===== src/sv/vnsl_pkg.sv =====
// ----------------------------------------------------------------------------
// vnsl_pkg
// Types and fixed constants of the nearest-seed labeler.
// ----------------------------------------------------------------------------
package vnsl_pkg;

    // Fixed field widths
    localparam int SLOT_W     = 8;
    localparam int HEIGHT_W   = 9;
    localparam int LIMIT_W    = 22;
    localparam int INDEX_W    = 8;
    localparam int SEEDS_W    = 9;
    localparam int CFG_ADDR_W = 1;
    localparam int CFG_DATA_W = 22;
    localparam int OUT_DATA_W = 40;

    // Register indexes on the configuration port
    localparam logic [CFG_ADDR_W-1:0] REG_SEEDS_IN_USE   = 1'b0;
    localparam logic [CFG_ADDR_W-1:0] REG_DISTANCE_LIMIT = 1'b1;

    // Register reset values
    localparam logic [SEEDS_W-1:0] SEEDS_IN_USE_RST   = 9'd254;
    localparam logic [LIMIT_W-1:0] DISTANCE_LIMIT_RST = 22'd1000000;

    // Transaction kinds on s_tuser
    localparam logic FUNC_LOAD  = 1'b0;
    localparam logic FUNC_QUERY = 1'b1;

    typedef enum logic [1:0] {
        ST_IDLE,
        ST_SCAN,
        ST_DONE
    } state_t;

    // Control that travels with each seed through the distance pipeline
    typedef struct packed {
        logic valid;
        logic last;
    } pipe_ctl_t;

endpackage


===== src/sv/vnsl_dist_pipe.sv =====
// ----------------------------------------------------------------------------
// vnsl_dist_pipe
// Three-stage squared-distance pipeline: absolute differences, squares, sum.
// ----------------------------------------------------------------------------
module vnsl_dist_pipe #(
    parameter int COORD_BITS = 10,
    parameter int ADDR_W     = 8
) (
    input  logic                     aclk,
    input  logic                     aresetn,
    input  vnsl_pkg::pipe_ctl_t      in_ctl,
    input  logic [ADDR_W-1:0]        in_index,
    input  logic [COORD_BITS-1:0]    in_x,
    input  logic [COORD_BITS-1:0]    in_y,
    input  logic [vnsl_pkg::HEIGHT_W-1:0] in_height,
    input  logic [COORD_BITS-1:0]    px,
    input  logic [COORD_BITS-1:0]    py,
    output vnsl_pkg::pipe_ctl_t      out_ctl,
    output logic [ADDR_W-1:0]        out_index,
    output logic [2*COORD_BITS:0]    out_dist,
    output logic [vnsl_pkg::HEIGHT_W-1:0] out_height
);

    localparam int SQ_W = 2 * COORD_BITS;

    vnsl_pkg::pipe_ctl_t ctl1_reg, ctl2_reg, ctl3_reg;
    logic [ADDR_W-1:0]   idx1_reg, idx2_reg, idx3_reg;
    logic [vnsl_pkg::HEIGHT_W-1:0] h1_reg, h2_reg, h3_reg;
    logic [COORD_BITS-1:0] dx_reg, dy_reg;
    logic [COORD_BITS-1:0] dx_next, dy_next;
    logic [SQ_W-1:0]       sqx_reg, sqy_reg;
    logic [SQ_W:0]         dist_reg;

    // Absolute coordinate differences
    always_comb begin
        dx_next = (px >= in_x) ? (px - in_x) : (in_x - px);
        dy_next = (py >= in_y) ? (py - in_y) : (in_y - py);
    end

    // Advance control through the stages
    always_ff @(posedge aclk) begin
        if (!aresetn) begin
            ctl1_reg <= '0;
            ctl2_reg <= '0;
            ctl3_reg <= '0;
        end else begin
            ctl1_reg <= in_ctl;
            ctl2_reg <= ctl1_reg;
            ctl3_reg <= ctl2_reg;
        end
    end

    // Advance payload: differences, squares, then the sum
    always_ff @(posedge aclk) begin
        dx_reg   <= dx_next;
        dy_reg   <= dy_next;
        idx1_reg <= in_index;
        h1_reg   <= in_height;

        sqx_reg  <= SQ_W'(dx_reg) * SQ_W'(dx_reg);
        sqy_reg  <= SQ_W'(dy_reg) * SQ_W'(dy_reg);
        idx2_reg <= idx1_reg;
        h2_reg   <= h1_reg;

        dist_reg <= (SQ_W + 1)'(sqx_reg) + (SQ_W + 1)'(sqy_reg);
        idx3_reg <= idx2_reg;
        h3_reg   <= h2_reg;
    end

    assign out_ctl    = ctl3_reg;
    assign out_index  = idx3_reg;
    assign out_dist   = dist_reg;
    assign out_height = h3_reg;

endmodule


===== config.mk =====
export PLATFORM = sky130hd
export DESIGN_NAME = vnsl_dist_pipe
export DESIGN_NICKNAME = d
export VERILOG_FILES = /design/src/sv/vnsl_pkg.sv /design/src/sv/vnsl_dist_pipe.sv
export SDC_FILE = /design/constraint.sdc
export NUM_CORES = 1
export LEC_CHECK = 0
export ABC_AREA = 1
export BUFFER_PORTS_ARGS = -buffer_cell sky130_fd_sc_hd__buf_2
export CORE_ASPECT_RATIO = 1.25
export CORE_MARGIN = 10
export CORE_UTILIZATION = 62
export CTS_CLUSTER_SIZE = 8
export DETAILED_ROUTE_END_ITERATION = 8
export PLACE_DENSITY = 0.92
export SKIP_LAST_GASP = 1
export SLEW_MARGIN = 20
export SYNTH_ARGS = -nofsm -noshare
export SYNTH_HDL_FRONTEND = slang
export SYNTH_SLANG_ARGS = --single-unit

===== constraint.sdc =====
create_clock -name aclk -period 5.1 [get_ports aclk]
set_input_delay 0.255 -clock aclk [delete_from_list [all_inputs] [get_ports aclk]]
set_output_delay 0.255 -clock aclk [all_outputs]
set_load 0.05 [all_outputs]

* Yosys cells after proc, flatten, opt, wreduce, memory -nomap -nowiden
Cells that the tools add are included.
** Cells by class
- $add $sub $neg :: 5
- Multiply operators :: 2
- Magnitude comparators :: 2
- Multiplexer cells :: 2
** Operators with widths (number)
- $mul 10x10->20 :: 2
- $sub 10x10->10 :: 4
- $add 20x20->21 :: 1
- $ge 10x10->1 :: 2
- $mux 10 :: 2
** Storage, ports and cells
- Register bits :: 138
- Bits of input ports :: 61
- Output and inout port bits :: 40

* Logic depth before layout (Yosys ltp)
Gate-level depths: netlist of the first run.
- Word-level depth :: 2
- Gate-level depth with buffers :: 21

* Worst setup path before layout of the first run
Ideal clock, no wire load.
- Kind :: reg2reg
- Start :: reg dy_reg[1]
- End :: reg sqy_reg[19]
- Setup time :: 0.112 ns
- Arrival time :: 4.400 ns
- Data required time :: 4.988 ns
- Path slack :: 0.587 ns
- Stages on the path, launching flop included :: 20
- Buffers on the path :: 1
- Period minus slack after synthesis :: 4.513 ns
- Cell sequence :: dfxtp_1 > clkbuf_1 > nand2_1 > fa_1 > fa_1 > inv_1 > fa_1 > fa_1 > inv_1 > fa_1 > inv_1 > ha_1 > nand2_1 > inv_1 > a21oi_1 > nand3_1 > nand2_1 > nand2_1 > nand2_1 > nand2_1
** On the way
- Word-level cells in the longest chain between the ends :: 1
** Ends and longest elaborated chain
- start: declaration :: RTL line vnsl_dist_pipe.sv:29 : logic [COORD_BITS-1:0] dx_reg, dy_reg;
- start signal: assignment :: RTL line vnsl_dist_pipe.sv:56 : dy_reg <= dy_next;
- $mul 10x10->20 :: RTL line vnsl_dist_pipe.sv:61 : sqy_reg <= SQ_W'(dy_reg) * SQ_W'(dy_reg);
- end signal: assignment :: RTL line vnsl_dist_pipe.sv:61
- end: declaration :: RTL line vnsl_dist_pipe.sv:31 : logic [SQ_W-1:0] sqx_reg, sqy_reg;
Every way passes these cells.
A chain may end at the register's enable or synchronous reset.

* Final worst setup path of the first run
- Start :: reg dx_reg[7]
- End :: reg sqx_reg[19]
** On the way
- Word-level cells in the longest chain between the ends :: 1
** Ends and longest elaborated chain
- start: declaration :: RTL line vnsl_dist_pipe.sv:29
- start signal: assignment :: RTL line vnsl_dist_pipe.sv:55 : dx_reg <= dx_next;
- $mul 10x10->20 :: RTL line vnsl_dist_pipe.sv:60 : sqx_reg <= SQ_W'(dx_reg) * SQ_W'(dx_reg);
- end signal: assignment :: RTL line vnsl_dist_pipe.sv:60
- end: declaration :: RTL line vnsl_dist_pipe.sv:31
Every way passes these cells.

==> results of run 1 <==
[routing by layer]
| layer | up-vias | wire, um | global-route usage (%) |
|---|---|---|---|
| met4 | 0 | 1254 | 10.81 |
| met3 | 94 | 1510 | 5.099 |
| met2 | 336 | 14330 | 41.91 |
| li1 | 5017 | - | - |
| met1 | 4645 | 10610 | 23.90 |
| met5 | - | 0 | 0 |
[tightest hold or removal path: stages]
cell and delay, ns:
buf_2 0.08, nand2_1 0.05, inv_1 0.04
[worst paths after layout]
path,startpoint,endpoint,slack (ns),cells past startpoint
setup / recovery,dx_reg[7]$_DFF_P_,sqx_reg[19]$_DFF_P_,0.39,18
setup reg to reg,dx_reg[7]$_DFF_P_,sqx_reg[19]$_DFF_P_,0.39,18
hold reg to reg,idx2_reg[7]$_DFF_P_,out_index[7]$_DFF_P_,0.32,0
hold / removal,in_ctl[0],ctl1_reg[0]$_SDFF_PN0_,0.04,3
[cell type report]
| cell class | count | share of cell area (%) |
|---|---|---|
| clock inverters | 11 | 1.474 |
| well taps | 232 | 2.192 |
| multi-input cells | 1084 | 57.62 |
| clock buffers | 20 | 3.449 |
| flip-flops and latches | 136 | 20.62 |
| inverters | 326 | 9.242 |
| repair buffers | 123 | 5.405 |
[synth_stat cells, drive strengths merged, types with 2 or more instances]
| master | n |
|---|---|
| o21bai | 3 |
| xnor2 | 15 |
| nor2 | 89 |
| nand4 | 5 |
| or2 | 3 |
| xor2 | 37 |
| a21o | 3 |
| dfxtp | 136 |
| nor3 | 5 |
| o211ai | 2 |
| nor4 | 9 |
| fa | 99 |
| buf | 8 |
| nand3 | 70 |
| clkbuf | 22 |
| inv | 326 |
| a21oi | 67 |
| a31oi | 2 |
| o21a | 2 |
| ha | 153 |
| o21ai | 34 |
| nand2 | 482 |
[per-stage QoR]
step	hold WS [ns]	instances
6_report	0.04193	1932
5_1_grt	0.02127	1932
4_1_cts	0.01141	1932
3_5_place_dp	0.3121	1884
3_3_place_gp	0.3103	1884
2_1_floorplan	0.2827	1576
[cell families (layout without fill, tap and decap cells)]
group / after synthesis / after routing / synth area share [%]
compound gates: 115 / 115 / 5.314
buf+inv: 356 / 480 / 11.73
fa+ha+maj: 252 / 252 / 33.23
simple gates: 665 / 665 / 22.63
xor+xnor: 52 / 52 / 3.884
flops: 136 / 136 / 23.22
[repair_timing]
| item | 4_1_cts | 5_1_grt |
|---|---|---|
| hold buffers | 17 | 0 |
| endpoints found under the hold margin | 17 | 0 |
| resized for setup | 0 | 6 |
| endpoints found under the setup margin | 0 | 5 |
==> flow_metrics.tcl, run 1 <==
set metrics [dict create \
    yosysSeqAreaShare_pct 23.22 \
    clkSinkCount 136 \
    yosysTopAreaCellShare_pct 23.22 \
    grt_pass1_vias 10480 \
    final-hold-violation-count 0 \
    syn_nets 1889 \
    worst_path_most_repeated_cell "nand2_1" \
    hp-class "in2reg" \
    drt_iter0_drc 485 \
    ys_warn_count 0 \
    port_buffers 100 \
    layout_common_cells "480 x nand2_1, 326 x inv_1, 153 x ha_1, 130 x dfxtp_1, 100 x buf_2" \
    viasPerCell 5.224 \
    clk_latency_ns 0.42 \
    critical_path.max_stage_delay_ns 0.54 \
    stdcell_area_mm2 0.01324 \
    largest_reg_flops 21 \
    status "completed" \
    syn_to_final_growth_pct 12.91 \
    start_util_pct 62.68 \
    cts_buffers 17 \
    grt_setup_unrepaired "false" \
    netlist_instances 1576 \
    cp_data_required_time_ns 5.41 \
    crit_type "reg2reg" \
    clockBufferDepth 2 \
    grt_use_total_pct 22.89 \
    ios 101 \
    crit_arrival_ns 5.02 \
    critPathLaunchType "flop" \
    ys_ff_latch 136 \
    place_ws_ns 0.4119 \
    syn_area_mm2 0.01173 \
    synth-edff-count 0 \
    die_area_mm2 0.02485 \
    cp_cell_sequence "nand2_1 -> fa_1 -> inv_1 -> fa_1 -> inv_1 -> fa_1 -> fa_1 -> inv_1 -> fa_1 -> ha_1 -> nand2_1 -> inv_1 -> a21oi_1 -> nand3_1 -> nand2_1 -> nand2_1 -> nand2_1 -> nand2_1" \
    final_util_pct 70.77 \
    fp.dieH_um 173.8 \
    synthFlopType "dfxtp_1" \
    yosysUniqueCellTypes 34 \
    finalSetupViolCount 0 \
    grt_max_degree 17 \
    period_share_pct 92.34 \
    diodes 0 \
    cts_root_buf "clkbuf_16" \
    core-area_mm2 0.01871 \
    seqCellArea_mm2 0.002730 \
    grt_pass1_wl_mm 47.14 \
    clk_pin_slew_worst_paths_ns 0.06 \
    tightest_slew_ns 0.5933 \
    antenna_found_initial 0 \
    layout-drive-gt1-share_pct 9.118 \
    final_common_cell "nand2_1" \
    place.gp.congestion 0.9406 \
    ctsHtreeMaxLevel 4 \
    std_cell_rows 56 \
    setup_ws_ns 0.3906 \
    cp_num_buf_inv 4 \
    slowest_stage "fa_1" \
    multi_input_area_mm2 0.007629 \
    fillers 1430 \
    fin_nets 2001 \
    wl_per_cell_um 14.34 \
    skew_ns 0.007380 \
    ys_top_cells_by_area "dfxtp_1 23%, fa_1 17%, ha_1 16%, nand2_1 15%, inv_1 10%" \
    crit_path_end_kind "flop" \
    cts_tree "yes" \
    grt_overflow_total 0 \
    ant_nets 0 \
    dp_hpwl_mm 21.32 \
    cp_top_family "adder cells" \
    synth_area_leader_cell "dfxtp_1" \
    drc_errors 0 \
    drt-total-wl_mm 27.70 \
    drv_cap 0 \
    finalCriticalPeriod_ns 4.709 \
    syn_area_per_cell_um2 7.441 \
    placed_cell_area_mm2 0.01241 \
    drt_first_pass_iters 6 \
    synthArstFlopShare_pct 0 \
    vias 10090 \
    fmax_mhz 212.3 \
    die_w_um 143.0 \
    crit_fanout 12 \
    postCtsSetupBuffers 0 \
    slew_violations 0 \
    fin_tns_setup_ns 0 \
    maxSlewHeadroom_pct 60.03 \
]
Power of run 1 is not shown: default switching activity piles up to over one toggle a cycle in this logic, so the estimate is an artifact.
==> run 2, diff against run 1 <==
BUFFER_PORTS_ARGS = not set   (was -buffer_cell sky130_fd_sc_hd__buf_2)
CORE_UTILIZATION = 63   (was 62)
DONT_BUFFER_PORTS = 1   (was not set)
PLACE_DENSITY = 0.89   (was 0.92)
==> run 2 against run 1 <==
- register-to-register slack is essentially flat
- flip-flop and latch count is the same
- clock skew grew 0.0039 ns
- via count shrank 4.7%
- die area shrank 1.4%
- first-iteration DRC count grew 6.8%
==> flow_metrics.tcl, run 2 (synthesized netlist as in run 1, its figures left out) <==
set metrics [dict create \
    clockBufferDepth 2 \
    grt_overflow_total 0 \
    slew_violations 0 \
    status "completed" \
    multi_input_area_mm2 0.007629 \
    maxSlewHeadroom_pct 63.94 \
    fin_nets 1903 \
    ios 101 \
    fmax_mhz 212.9 \
    vias 9621 \
    dp_hpwl_mm 20.63 \
    core-area_mm2 0.01824 \
    crit_fanout 12 \
    cp_data_required_time_ns 5.42 \
    hold_depth 2 \
    final_common_cell "nand2_1" \
    layout_common_cells "480 x nand2_1, 326 x inv_1, 153 x ha_1, 136 x dfxtp_1, 99 x fa_1" \
    clk_latency_ns 0.43 \
    cts_buffers 17 \
    layout-drive-gt1-share_pct 3.119 \
    min_from "px[0]" \
    stdcell_area_mm2 0.01266 \
    clk_pin_slew_worst_paths_ns 0.07 \
    timing.rr.end "sqx_reg[18]$_DFF_P_" \
    grt_pass1_vias 9932 \
    rrSetupSlack_ns 0.40 \
    start_util_pct 64.30 \
    seqCellArea_mm2 0.002723 \
    postCtsSetupBuffers 0 \
    reg2reg_depth 16 \
    cts_tree "yes" \
    largest_reg_flops 21 \
    hold_path_end "dx_reg[0]$_DFF_P_" \
    worst_path_most_repeated_cell "fa_1" \
    placed_cell_area_mm2 0.01190 \
    syn_to_final_growth_pct 7.960 \
    ctsHtreeMaxLevel 4 \
    finalSetupViolCount 0 \
    crit_path_end_kind "flop" \
    antenna_found_initial 0 \
    grt_use_total_pct 21.15 \
    grt_pass1_wl_mm 43.93 \
    clkSinkCount 136 \
    cts_root_buf "clkbuf_16" \
    wl_per_cell_um 13.92 \
    critPathLaunchType "flop" \
    drv_cap 0 \
    skew_ns 0.01131 \
    r2r_start "dx_reg[1]$_DFF_P_" \
    die_w_um 142.0 \
    fillers 1413 \
    hp-class "in2reg" \
    drt-total-wl_mm 25.49 \
    fp.dieH_um 172.5 \
    place.gp.congestion 0.9093 \
    viasPerCell 5.255 \
    critical_path.max_stage_delay_ns 0.58 \
    crit_type "reg2reg" \
    drt_iter0_drc 518 \
    std_cell_rows 55 \
    die_area_mm2 0.02450 \
    finalCriticalPeriod_ns 4.697 \
    tightest_slew_ns 0.5352 \
    final-hold-violation-count 0 \
    cp_cell_sequence "nand2_1 -> fa_1 -> inv_1 -> fa_1 -> inv_1 -> fa_1 -> fa_1 -> inv_1 -> fa_1 -> ha_1 -> nand2_1 -> or2_2 -> nand3_1 -> nand2_1 -> nand3_1 -> nand2_1" \
    port_buffers 0 \
    drt_first_pass_iters 5 \
    drc_errors 0 \
    diodes 0 \
    period_share_pct 92.10 \
    grt_setup_unrepaired "false" \
    grt_max_degree 17 \
    crit_arrival_ns 5.02 \
    fin_tns_setup_ns 0 \
    slowest_stage "dfxtp_1" \
    ant_nets 0 \
]
-- run 2: cell count changes in the layout (fill, tap and decap cells not counted), sizes merged, moves of 3 or more --
| cell | previous run | this run |
|---|---|---|
| buf | 106 | 5 |
| bufinv | 5 | 0 |
| clkbuf | 20 | 17 |
| clkinv | 2 | 6 |
| dlygate4sd3 | 17 | 20 |
| inv | 327 | 334 |
-- run 2: routing by layer --
layer / GRT usage, % / vias to the layer above / routed length, um
met5: 0 / - / 0
met4: 9.855 / 0 / 920
met3: 4.084 / 61 / 1606
met2: 37.94 / 306 / 13010
met1: 23.08 / 4442 / 9948
li1: - / 4812 / -
-- run 2: worst max-delay path by stage --
| stage | from | end | slack (ns) |
|---|---|---|---|
| after CTS | dx_reg[7]$_DFF_P_ | sqx_reg[18]$_DFF_P_ | 0.39 |
| after detailed placement | dx_reg[1]$_DFF_P_ | sqx_reg[18]$_DFF_P_ | 0.47 |
| final | dx_reg[1]$_DFF_P_ | sqx_reg[18]$_DFF_P_ | 0.40 |
| after floorplan | dy_reg[1]$_DFF_P_ | sqy_reg[19]$_DFF_P_ | 0.59 |
| after global placement | dx_reg[7]$_DFF_P_ | sqx_reg[18]$_DFF_P_ | 0.64 |
| after global routing | dx_reg[1]$_DFF_P_ | sqx_reg[19]$_DFF_P_ | 0.13 |
-- run 2: cell type report --
| class | instances | share of cell area [%] |
|---|---|---|
| multi-input combinational | 1084 | 60.26 |
| inverter | 326 | 9.666 |
| sequential | 136 | 21.51 |
| clock inverter | 15 | 1.077 |
| clock buffer | 17 | 3.360 |
| tap | 228 | 2.253 |
| timing repair buffer | 25 | 1.878 |
-- run 2: repair_timing --
action	4_1_cts	5_1_grt
hold buffers	20	0
resized for setup	0	0
hold endpoints to repair	23	0
-- run 2: worst max-delay path, delay by kind of cell (launching register included) --
kind                     cells  cell delay (ns)
flip-flops                   1             0.58
adder cells (fa/ha/maj)      6             2.82
buffers and inverters        3             0.17
AND/OR/NAND/NOR              7             1.00
-- run 2: metrics by stage --
step	util (%)	worst slack [ns]	instances	hold WS, ns
6_report	69.42	0.4031	1831	0.05044
3_5_place_dp	65.24	0.4685	1779	0.2828
5_1_grt	69.42	0.1275	1831	0.04719
2_1_floorplan	-	0.5872	1576	0.2827
4_1_cts	69.42	0.3895	1831	0.03478
3_3_place_gp	65.24	0.6417	1779	0.2828
Power of run 2 is left out for the same reason.
